**config.mk**
```make
export PLATFORM = sky130hd
export DESIGN_NAME = ook_pulse_width_receiver
export DESIGN_NICKNAME = d
export VERILOG_FILES = /design/src/sv/ookpwr_pkg.sv /design/src/sv/ook_pulse_width_receiver.sv
export SDC_FILE = /design/constraint.sdc
export NUM_CORES = 2
export LEC_CHECK = 0
export CAP_MARGIN = 5
export CORE_ASPECT_RATIO = 0.7
export CORE_MARGIN = 3
export CORE_UTILIZATION = 50
export DETAILED_ROUTE_END_ITERATION = 6
export DONT_BUFFER_PORTS = 1
export SETUP_SLACK_MARGIN = 0.4
export SLEW_MARGIN = 20
export SYNTH_ARGS = -nofsm -noshare
export SYNTH_HDL_FRONTEND = slang
export SYNTH_SLANG_ARGS = --single-unit
```
**constraint.sdc**
```tcl
create_clock -name clk -period 16.6 [get_ports clk]
set_clock_uncertainty 0.15 [all_clocks]
set_input_delay 3.32 -clock clk [delete_from_list [all_inputs] [get_ports clk]]
set_output_delay 3.32 -clock clk [all_outputs]
set_load 0.02 [all_outputs]
```
**src/sv/ookpwr_pkg.sv**
```systemverilog
// Shared constants for the on-off-keyed pulse width receiver.
// Holds register indexes, reset values, result status codes and field widths.
// No dependencies.
`timescale 1ns / 1ps
`default_nettype none

package ookpwr_pkg;

	// Configuration register indexes.
	localparam logic [2:0] REG_SYNC_GAP_MIN = 3'd0;
	localparam logic [2:0] REG_SYNC_MARGIN  = 3'd1;
	localparam logic [2:0] REG_GLITCH_MAX   = 3'd2;
	localparam logic [2:0] REG_PULSE_MIN    = 3'd3;
	localparam logic [2:0] REG_BIT_SPLIT    = 3'd4;
	localparam logic [2:0] REG_END_GAP_MAX  = 3'd5;

	// Register reset values.
	localparam logic [15:0] RST_SYNC_GAP_MIN = 16'd2750;
	localparam logic [9:0]  RST_SYNC_MARGIN  = 10'd100;
	localparam logic [9:0]  RST_GLITCH_MAX   = 10'd50;
	localparam logic [9:0]  RST_PULSE_MIN    = 10'd100;
	localparam logic [15:0] RST_BIT_SPLIT    = 16'd700;
	localparam logic [15:0] RST_END_GAP_MAX  = 16'd30000;

	// Result status codes.
	localparam logic [1:0] STATUS_OK        = 2'd0;
	localparam logic [1:0] STATUS_END_LONG  = 2'd1;
	localparam logic [1:0] STATUS_BITS_ODD  = 2'd2;
	localparam logic [1:0] STATUS_TOO_SHORT = 2'd3;

	// A frame needs more than this many edges to be accepted.
	localparam int unsigned MIN_FRAME_EDGES = 6;

	// Field widths.
	localparam int unsigned TIME_W   = 32;
	localparam int unsigned CODE_W   = 64;
	localparam int unsigned BCNT_W   = 6;
	localparam int unsigned STATUS_W = 2;
	localparam int unsigned OUT_W    = STATUS_W + CODE_W + BCNT_W + TIME_W;

	typedef logic [TIME_W-1:0] time_t;

endpackage

`default_nettype wire

```
**src/sv/ook_pulse_width_receiver.sv**
```systemverilog
// On-off-keyed pulse width receiver: captures edge-to-edge durations and
// decodes a frame of high/low pairs when a second sync gap closes it.
// Depends on ookpwr_pkg.
//
//  channel  | signals                                  | direction
//  ---------+------------------------------------------+----------
//  input    | s_axis_tvalid/tready, tdata[31:0]        | in
//  result   | m_axis_tvalid/tready, tdata[103:0]       | out
//  config   | cfg_valid/cfg_ready, cfg_index, cfg_data | in
//
// An edge without a result is accepted and then evaluated. An edge that closes
// a frame with bits to decode walks the duration memory through its single
// read port, one entry a cycle, and then drains the read register. A rejected
// frame goes from evaluation straight to the result stage.
// Reset brings the configuration and control registers to their defaults;
// datapath and store have no reset; entry 0 is never read, dur0_q keeps it.
// A waiting result does not block the next edge; a new result waits for it.
`timescale 1ns / 1ps
`default_nettype none

module ook_pulse_width_receiver #(
	parameter int unsigned MAX_EDGES = 128
) (
	input  wire logic         clk,
	input  wire logic         arst_n,
	input  wire logic         s_axis_tvalid,
	output logic              s_axis_tready,
	// edge_time[31:0]
	input  wire logic [31:0]  s_axis_tdata,
	output logic              m_axis_tvalid,
	input  wire logic         m_axis_tready,
	// status[1:0], code[65:2], bit_count[71:66], sync_duration[103:72]
	output logic [103:0]      m_axis_tdata,
	input  wire logic         cfg_valid,
	output logic              cfg_ready,
	input  wire logic [2:0]   cfg_index,
	input  wire logic [15:0]  cfg_data
);

	localparam int unsigned AW = (MAX_EDGES > 1) ? $clog2(MAX_EDGES) : 1;
	localparam int unsigned EW = $clog2(MAX_EDGES + 1);
	localparam int unsigned TW = ookpwr_pkg::TIME_W;

	localparam logic [1:0] S_IDLE   = 2'd0;
	localparam logic [1:0] S_EVAL   = 2'd1;
	localparam logic [1:0] S_DECODE = 2'd2;
	localparam logic [1:0] S_DONE   = 2'd3;

	// Configuration registers.
	logic [15:0] sync_gap_min_q;
	logic [9:0]  sync_margin_q;
	logic [9:0]  glitch_max_q;
	logic [9:0]  pulse_min_q;
	logic [15:0] bit_split_q;
	logic [15:0] end_gap_max_q;

	logic [1:0]              state_q;
	ookpwr_pkg::time_t       last_time_q;
	ookpwr_pkg::time_t       dur_q;
	ookpwr_pkg::time_t       dur0_q;
	ookpwr_pkg::time_t       sync_dur_q;
	logic [EW-1:0]           ec_q;
	logic [1:0]              sr_q;
	logic [EW-1:0]           n_q;
	logic [EW-1:0]           iss_q;
	logic [1:0]              status_q;
	logic [63:0]             code_q;
	logic                    abort_q;
	logic                    hi_short_q;
	logic                    m_valid_q;
	logic [103:0]            out_data_q;

	logic [TW-1:0]           mem [MAX_EDGES];
	logic [TW-1:0]           rd_data_s1;
	logic                    rd_vld_s1;
	logic                    rd_odd_s1;

	// Evaluation of one edge.
	logic                    accept;
	logic                    gap_over;
	logic                    repeat_hit;
	logic                    full;
	logic                    glitch;
	logic                    restart;
	logic [1:0]              sr_inc;
	logic                    fire;
	logic                    end_long;
	ookpwr_pkg::time_t       threshold;
	logic [EW-1:0]           ec_base;
	logic [EW-1:0]           n_new;
	logic [EW-1:0]           pair_end;
	logic                    wr_en;
	logic [AW-1:0]           wr_addr;
	logic                    rd_en;
	logic [EW-1:0]           iss_next;
	logic [AW-1:0]           rd_addr;
	logic                    lo_short;
	logic                    hi_short;
	logic                    lo_big;
	logic [EW+5:0]           bits_wide;
	logic                    out_free;

	assign accept    = s_axis_tvalid && s_axis_tready;
	assign s_axis_tready = (state_q == S_IDLE);
	assign cfg_ready = 1'b1;

	assign gap_over   = (dur_q[31:16] != 16'd0) || (dur_q[15:0] > sync_gap_min_q);
	assign threshold  = dur0_q - {22'd0, sync_margin_q};
	assign repeat_hit = dur_q > threshold;
	assign full       = ec_q >= EW'(MAX_EDGES);
	assign glitch     = (dur_q[31:10] == 22'd0) && (dur_q[9:0] < glitch_max_q);
	assign restart    = gap_over || full || glitch;
	assign sr_inc     = sr_q + 2'd1;
	assign fire       = gap_over && repeat_hit && (sr_inc == 2'd2);
	assign end_long   = (dur_q[31:16] != 16'd0) || (dur_q[15:0] > end_gap_max_q);
	assign ec_base    = restart ? '0 : ec_q;
	assign n_new      = (ec_q == '0) ? '0 : ec_q - 1'b1;

	// Every edge is stored: after a restart at entry 0, otherwise the store
	// still has room because a full store always restarts.
	assign wr_en   = (state_q == S_EVAL);
	assign wr_addr = ec_base[AW-1:0];

	assign pair_end = {n_q[EW-1:1], 1'b0};
	assign rd_en    = (state_q == S_DECODE) && (iss_q < pair_end);
	assign iss_next = iss_q + 1'b1;
	assign rd_addr  = iss_next[AW-1:0];

	assign hi_short = (rd_data_s1[31:10] == 22'd0) && (rd_data_s1[9:0] < pulse_min_q);
	assign lo_short = hi_short;
	assign lo_big   = (rd_data_s1[31:16] != 16'd0) || (rd_data_s1[15:0] > bit_split_q);
	assign bits_wide = {6'd0, n_q} >> 1;
	assign out_free  = !m_valid_q || m_axis_tready;

	assign m_axis_tvalid = m_valid_q;
	assign m_axis_tdata  = out_data_q;

	always_ff @(posedge clk or negedge arst_n) begin
		if (!arst_n) begin
			sync_gap_min_q <= ookpwr_pkg::RST_SYNC_GAP_MIN;
			sync_margin_q  <= ookpwr_pkg::RST_SYNC_MARGIN;
			glitch_max_q   <= ookpwr_pkg::RST_GLITCH_MAX;
			pulse_min_q    <= ookpwr_pkg::RST_PULSE_MIN;
			bit_split_q    <= ookpwr_pkg::RST_BIT_SPLIT;
			end_gap_max_q  <= ookpwr_pkg::RST_END_GAP_MAX;
		end else if (cfg_valid && cfg_ready) begin
			unique case (cfg_index)
				ookpwr_pkg::REG_SYNC_GAP_MIN: sync_gap_min_q <= cfg_data;
				ookpwr_pkg::REG_SYNC_MARGIN:  sync_margin_q  <= cfg_data[9:0];
				ookpwr_pkg::REG_GLITCH_MAX:   glitch_max_q   <= cfg_data[9:0];
				ookpwr_pkg::REG_PULSE_MIN:    pulse_min_q    <= cfg_data[9:0];
				ookpwr_pkg::REG_BIT_SPLIT:    bit_split_q    <= cfg_data;
				ookpwr_pkg::REG_END_GAP_MAX:  end_gap_max_q  <= cfg_data;
				default: begin
				end
			endcase
		end
	end

	// Duration store: one write port, one registered read port.
	always_ff @(posedge clk) begin
		if (wr_en) begin
			mem[wr_addr] <= dur_q;
		end
		if (rd_en) begin
			rd_data_s1 <= mem[rd_addr];
		end
	end

	always_ff @(posedge clk or negedge arst_n) begin
		if (!arst_n) begin
			state_q     <= S_IDLE;
			last_time_q <= '0;
			dur0_q      <= '0;
			ec_q        <= '0;
			sr_q        <= '0;
			rd_vld_s1   <= 1'b0;
			m_valid_q   <= 1'b0;
		end else begin
			rd_vld_s1 <= rd_en;
			if (state_q == S_DONE && out_free) begin
				m_valid_q <= 1'b1;
			end else if (m_axis_tready) begin
				m_valid_q <= 1'b0;
			end
			unique case (state_q)
				S_IDLE: begin
					if (accept) begin
						last_time_q <= s_axis_tdata;
						state_q     <= S_EVAL;
					end
				end
				S_EVAL: begin
					if (gap_over) begin
						if (repeat_hit) begin
							sr_q <= fire ? 2'd0 : sr_inc;
						end
					end else if (full || glitch) begin
						sr_q <= 2'd0;
					end
					ec_q <= ec_base + 1'b1;
					if (ec_base == '0) begin
						dur0_q <= dur_q;
					end
					if (!fire) begin
						state_q <= S_IDLE;
					end else if (!end_long && (n_new[3:1] == 3'd0)
						&& (32'(n_new) > 32'(ookpwr_pkg::MIN_FRAME_EDGES))) begin
						// Bit count is a multiple of 8 and the frame is long enough.
						state_q <= S_DECODE;
					end else begin
						state_q <= S_DONE;
					end
				end
				S_DECODE: begin
					if (!rd_en && !rd_vld_s1) begin
						state_q <= S_DONE;
					end
				end
				S_DONE: begin
					if (out_free) begin
						state_q <= S_IDLE;
					end
				end
				default: state_q <= S_IDLE;
			endcase
		end
	end

	// Datapath registers without reset.
	always_ff @(posedge clk) begin
		if (accept) begin
			dur_q <= s_axis_tdata - last_time_q;
		end
		if (state_q == S_EVAL && fire) begin
			n_q        <= n_new;
			iss_q      <= '0;
			sync_dur_q <= dur0_q;
			code_q     <= '0;
			abort_q    <= 1'b0;
			if (end_long) begin
				status_q <= ookpwr_pkg::STATUS_END_LONG;
			end else if (n_new[3:1] != 3'd0) begin
				status_q <= ookpwr_pkg::STATUS_BITS_ODD;
			end else if (32'(n_new) > 32'(ookpwr_pkg::MIN_FRAME_EDGES)) begin
				status_q <= ookpwr_pkg::STATUS_OK;
			end else begin
				status_q <= ookpwr_pkg::STATUS_TOO_SHORT;
			end
		end
		if (rd_en) begin
			iss_q     <= iss_next;
			rd_odd_s1 <= rd_addr[0];
		end
		// Odd entries are high parts, even entries the low parts that follow.
		if (rd_vld_s1) begin
			if (rd_odd_s1) begin
				hi_short_q <= hi_short;
			end else if (!abort_q) begin
				if (hi_short_q || lo_short) begin
					code_q  <= '0;
					abort_q <= 1'b1;
				end else begin
					code_q <= {code_q[62:0], !lo_big};
				end
			end
		end
		if (state_q == S_DONE && out_free) begin
			out_data_q <= {sync_dur_q, bits_wide[5:0], code_q, status_q};
		end
	end

	a_accept_eval: assert property (@(posedge clk) disable iff (!arst_n)
		accept |=> state_q == S_EVAL)
		else $error("accepted edge not evaluated next cycle");

	a_no_write_decode: assert property (@(posedge clk) disable iff (!arst_n)
		state_q == S_DECODE |-> !wr_en)
		else $error("store written during decode");

	a_repeat_range: assert property (@(posedge clk) disable iff (!arst_n)
		sr_q == 2'd0 || sr_q == 2'd1)
		else $error("sync repeat count out of range");

	a_read_origin: assert property (@(posedge clk) disable iff (!arst_n)
		rd_vld_s1 |-> $past(state_q) == S_DECODE)
		else $error("store read outside decode");

	a_count_bound: assert property (@(posedge clk) disable iff (!arst_n)
		state_q == S_EVAL |=> ec_q <= EW'(MAX_EDGES) && ec_q != '0)
		else $error("edge count out of range after evaluation");

endmodule

`default_nettype wire
```
; ---- Word-level counts from Yosys, hierarchy flattened
; Memories as Yosys holds them, arrays and structs flattened. A register that Yosys moved wholly into a read port is not among the register bits.
; Cells that the tools add are included.
[totals]
mem_count = 1
register_bits = 409
output_inout_bits = 107
wordCells = 130
ramBits = 4096
[op_classes]
n_reduce_logical = 48
muxes = 30
n_lt_le_gt_ge = 9
addsub = 6
eq_ne = 13
[mem_list]
columns = memory, depth, word_bits, rd, rd_ports_with_merged_regs, wr, line_no
row1 = mem, 128, 32, 1, 1, 1, ook_pulse_width_receiver.sv:73  ; logic [TW-1:0] mem [MAX_EDGES];
[op_table]
columns = cell, n
row1 = 2-to-1 mux 64 bit, 5
row2 = greater-than comparator 16 bit, 3
row3 = zero test 22 bit, 2
row4 = greater-than comparator 32 bit, 1
row5 = 2-to-1 mux 8 bit, 4
row6 = nonzero test 16 bit, 2
row7 = subtractor 32 x 10 -> 32 bit, 1
row8 = subtractor 32 bit, 1
row9 = less-than comparator 10 bit, 2
row10 = 2-to-1 mux 2 bit, 10
row11 = AND reduction 2 bit, 9
row12 = adder 8 x 1 -> 8 bit (second input constant), 2
row13 = zero test 8 bit, 2
row14 = logical AND 1 bit, 11
row15 = 2-to-1 mux 1 bit, 10
row16 = >= comparator 8 bit (second input constant), 1
row17 = greater-than comparator 8 x 3 -> 1 bit (second input constant), 1
row18 = logical OR 1 bit, 8
row19 = less-than comparator 8 bit, 1
row20 = one-hot mux 2 bit (4 select lines), 1
row21 = subtractor 8 x 1 -> 8 bit (second input constant), 1
row22 = == test 2 bit (second input constant), 3
row23 = == test 3 x 2 -> 1 bit (second input constant), 2
row24 = == test 3 bit (second input constant), 2
row25 = 11 further kinds, 21

; ---- Longest topological paths before layout
[logic_depth]
ltp_word = 10
ltp_mapped = 22

; ---- Worst setup path before layout
; No wires, ideal clock.
[synth_path]
kind = in2reg
start = in m_axis_tready
end = reg out_data_q[0] (netlist: m_axis_tdata[0]) (enable)
arrival_ns = 8.061
setup_time_ns = 0.579
setup_slack_ns = 7.810
cell_stages = 2
n_path_buf = 0
path_cell_list = nand2b_1 > nor2b_1
[synth_via]
elab_chain_len = 2
[synth_rtl]
columns = element, line_no
row1 = from (decl), ook_pulse_width_receiver.sv:31  ; input wire logic m_axis_tready,
row2 = logical OR 1 bit, ook_pulse_width_receiver.sv:133  ; assign out_free = !m_valid_q || m_axis_tready;
row3 = logical AND 1 bit, ook_pulse_width_receiver.sv:268  ; if (state_q == S_DONE && out_free) begin
row4 = to (signal assigned), ook_pulse_width_receiver.sv:269  ; out_data_q <= {sync_dur_q, bits_wide[5:0], code_q, status_q};
row5 = to (decl), ook_pulse_width_receiver.sv:71  ; logic [103:0] out_data_q;
; No other way between the ends.
; A chain may end at the register's enable or synchronous reset.

; ---- Worst setup path in the final report
[layout_path]
start = reg iss_q[0]
end = reg rd_data_s1[11], read port of mem, data pin
[layout_via]
elab_chain_len = 2
[layout_rtl]
columns = element, line_no
row1 = from (decl), ook_pulse_width_receiver.sv:65  ; logic [EW-1:0] iss_q;
row2 = from (signal assigned), ook_pulse_width_receiver.sv:252  ; iss_q <= iss_next;
row3 = less-than comparator 8 bit, ook_pulse_width_receiver.sv:125  ; assign rd_en = (state_q == S_DECODE) && (iss_q < pair_end);
row4 = logical AND 1 bit, ook_pulse_width_receiver.sv:125
row5 = to (decl), ook_pulse_width_receiver.sv:74  ; logic [TW-1:0] rd_data_s1;
; Parallel ways exist; a longest one is shown, timed or not.

==> results_dict.tcl <==
set metrics [dict create \
    vias_per_cell 6.46 \
    p_leak_nw 62.0 \
    hold_class "reg -> reg" \
    ir_worst_vdd_mv 0.162 \
    crit_type "reg -> reg" \
    instances_no_fill 13047 \
    cts_buffer_depth 4 \
    synth_top_area_share_pct 73.8 \
    initial_core_util_pct 50.4 \
    cts_tree "built" \
    dpl.hpwl_um 270000 \
    place_ws_ns 9.09 \
    avgSynthCellArea_um2 23.0 \
    async_flop_share_pct 3.44 \
    path_max_fanout 86 \
    fin_crit_sh_pct 43.0 \
    num-nets-final 8178 \
    clkLatencyLatePin_ns 0.94 \
    drt-pass1-iter-count 5 \
    setup_viol 0 \
    timing.critical_path.cells "buf_12 -> buf_4 -> buf_4 -> buf_4 -> buf_4 -> mux4_2 -> mux4_2 -> mux4_2 -> mux2_2" \
    critPathTopFamily "buffers and inverters" \
    place.gp.congestion 0.849 \
    cp-start-kind "flop" \
    power_density_mw_per_mm2 167 \
    tightest_slew_ns 1.10 \
    routed_wl_um 475000 \
    drv_cap 0 \
    drtIter0Drc 12771 \
    grt_max_degree 157 \
    hold_end "m_axis_tdata[82]$_DFFE_PP_" \
    relSlewSlack_pct 27.0 \
    status "complete, no violations" \
    ys.flop_type "edfxtp_1" \
    synth_area_leader_cell "edfxtp_1" \
    dp_cells 12205 \
    r2r_start "iss_q[0]$_SDFFCE_PN0P_" \
    hold_buffers 0 \
    cts_setup_buffers 0 \
    grt_pass1_wl_um 660000 \
    synthCells 7633 \
    dieArea_mm2 0.359 \
    synthesis.area_mm2 0.176 \
    syn2layout_area_growth_pct 12.3 \
    synthTopCellsByArea "edfxtp_1 (74%), mux4_2 (17%), dfrtp_1 (1.8%), ha_1 (1.1%), dfxtp_1 (0.74%)" \
    grt_pass1_vias 82633 \
    port_buffers 0 \
    endpoint_kind "flop" \
    fin_crit_ns 7.14 \
    seq_area_frac_synth_pct 76.7 \
    crit_path_top_delay_cell "edfxtp_1" \
    num_vias 84294 \
    hold_depth 0 \
    syn-num-nets 7843 \
    cts_max_level 5 \
    tns_ns 0 \
    numClockSinks 4536 \
    crit_top_cell "buf_4" \
    path_clk_slew_ns 0.07 \
    cts_made_buffers 424 \
    fin_ws_ns 9.46 \
    antenna_found_initial 62 \
    clock.fmax_mhz 140 \
    grt_usage_pct 26.5 \
    drc 0 \
    layout-drive-gt1-share_pct 30.2 \
    design.core.area_mm2 0.349 \
    r2r-end "rd_data_s1[11]$_DFFE_PP_" \
    rows 181 \
    reg2reg_depth 9 \
    hold_viol_final 0 \
    root_buffer "clkbuf_16" \
    hold_ws_ns 0.259 \
    cp_num_buf_inv 5 \
    synth_warnings 0 \
    synth_edf_count 4315 \
    hp-start "sync_dur_q[10]$_DFFE_PP_" \
    ios 163 \
    antenna_left 0 \
    arrival_ns 7.66 \
    max_stage_delay_ns 0.90 \
    grt-ovfl-total 0 \
    slew_violations 0 \
    ys_seq_elements 4536 \
    cts_resized 0 \
    wl_per_cell_um 36.4 \
    die_y_um 502 \
    required_ns 17.12 \
    yosysUniqueCellTypes 70 \
    grt_setup_unrepaired "false" \
    r2r_slack_ns 9.46 \
    fp.dieW_um 714 \
]
per-layer routing:
| layer | vias to the layer above | wire, um | global-route usage (%) |
|---|---|---|---|
| met5 | - | 179 | 0 |
| met4 | 26 | 9970 | 5.55 |
| met3 | 622 | 53200 | 6.40 |
| met2 | 4440 | 208000 | 38.1 |
| met1 | 46104 | 203000 | 41.8 |
| li1 | 33102 | - | - |
sequential cells by signal, indices dropped and copies added, names as in the netlist, 16 cells and up, named ones only:
signal / count
bit_split_q: 16
sync_dur_q: 32
dur_q: 32
dur0_q: 32
mem: 4096
last_time_q: 32
m_axis_tdata: 104
sync_gap_min_q: 16
end_gap_max_q: 16
rd_data_s1: 32
code_q: 64
cells by family after synthesis:
kind of cell | Yosys count | synth area share, %
flops | 4536 | 76.7
mux | 1441 | 17.8
simple gates | 548 | 1.43
buf+inv | 516 | 1.18
compound gates | 375 | 1.39
fa+ha+maj | 154 | 1.11
xor+xnor | 62 | 0.309
other cells | 1 | 0.00213
through the flow:
stage | cell area (um^2) | power [W] | util, %
floorplan | 176000 | 0.0197 | -
global placement | 183000 | 0.0232 | 52.6
detailed placement | 183000 | 0.0234 | 52.6
CTS | 197000 | 0.0330 | 56.6
global route | 197000 | 0.0340 | 56.6
finish | 197000 | 0.0329 | 56.6
cells in the final DEF (no fill, tap or decap), types with 15 or more instances in the layout:
cell,n
clkbuf_8,15
edfxtp_1,4315
nand2_1,158
nor2_1,70
mux4_2,1344
bufinv_16,40
xnor2_1,32
a21o_1,25
clkbuf_1,85
o21ai_0,122
nor4_1,17
xor2_1,25
a21oi_1,75
nand4_1,22
mux2_2,95
nand2b_1,22
dfxtp_1,65
clkinvlp_4,16
diode_2,55
and3_1,16
clkbuf_16,433
nand3_1,36
dfstp_2,30
a22o_1,63
nor3_1,20
nor2_4,118
inv_1,144
buf_4,259
clkinv_2,79
buf_12,16
clkinv_1,95
dfrtp_1,126
ha_1,151
worst max path at each step:
stage / start / to / slack [ns] / cells after the start
global placement: iss_q[0]$_SDFFCE_PN0P_ / rd_data_s1[27]$_DFFE_PP_ / 9.14 / 9
global route: iss_q[0]$_SDFFCE_PN0P_ / rd_data_s1[11]$_DFFE_PP_ / 8.81 / 9
detailed placement: iss_q[0]$_SDFFCE_PN0P_ / rd_data_s1[27]$_DFFE_PP_ / 9.09 / 9
finish: iss_q[0]$_SDFFCE_PN0P_ / rd_data_s1[11]$_DFFE_PP_ / 9.46 / 9
CTS: iss_q[0]$_SDFFCE_PN0P_ / rd_data_s1[27]$_DFFE_PP_ / 9.08 / 9
floorplan: m_axis_tready / m_axis_tdata[0]$_DFFE_PP_ / 7.81 / 2
worst reg2reg max path: cells and delay by family (launching register included):
kind | cells | cell delay [ns]
buffers and inverters | 5 | 3.95
flip-flops | 1 | 0.90
multiplexers | 4 | 1.89
Yosys cell counts (4+ instances only):
library cell and instances:
buf_1 26, or2_2 8, dfstp_2 30, xor2_1 29, and3_1 16, dfrtp_1 126
edfxtp_1 4315, a211oi_1 13, xnor2_1 33, nor2b_1 14, a21oi_1 75, nand4_1 22
a211o_1 4, o211ai_1 11, nand3_1 38, o21ai_0 123, nor3_1 32, nand4b_1 4
inv_1 146, nor2_1 189, and2_1 7, mux2_2 95, mux4_2 1344, nand2b_1 22
nor4_1 18, buf_2 98, ha_1 152, clkbuf_1 242, a21o_1 25, nand2_1 159
a22o_1 63, o31ai_1 6, or3_1 4, a31oi_1 8, o21a_1 13, dfxtp_1 65
area by class of cell:
cell class | count | area [um^2]
Antenna cell | 55 | 138
Timing Repair Buffer | 278 | 2330
Sequential cell | 4536 | 135000
Multi-Input combinational cell | 2581 | 40000
Clock buffer | 533 | 11400
Tap cell | 4666 | 5840
Clock inverter | 251 | 2320
Fill cell | 25167 | 151000
Inverter | 147 | 552
where the power goes:
group	internal [W]	leakage, nW	total [W]	switching [W]
clock	0.00547	6.69	0.00969	0.00422
sequential	0.0144	41.2	0.0147	0.000262
combinational	0.00283	14.1	0.00853	0.00570
Note: power is estimated with default switching activity, not from simulation.
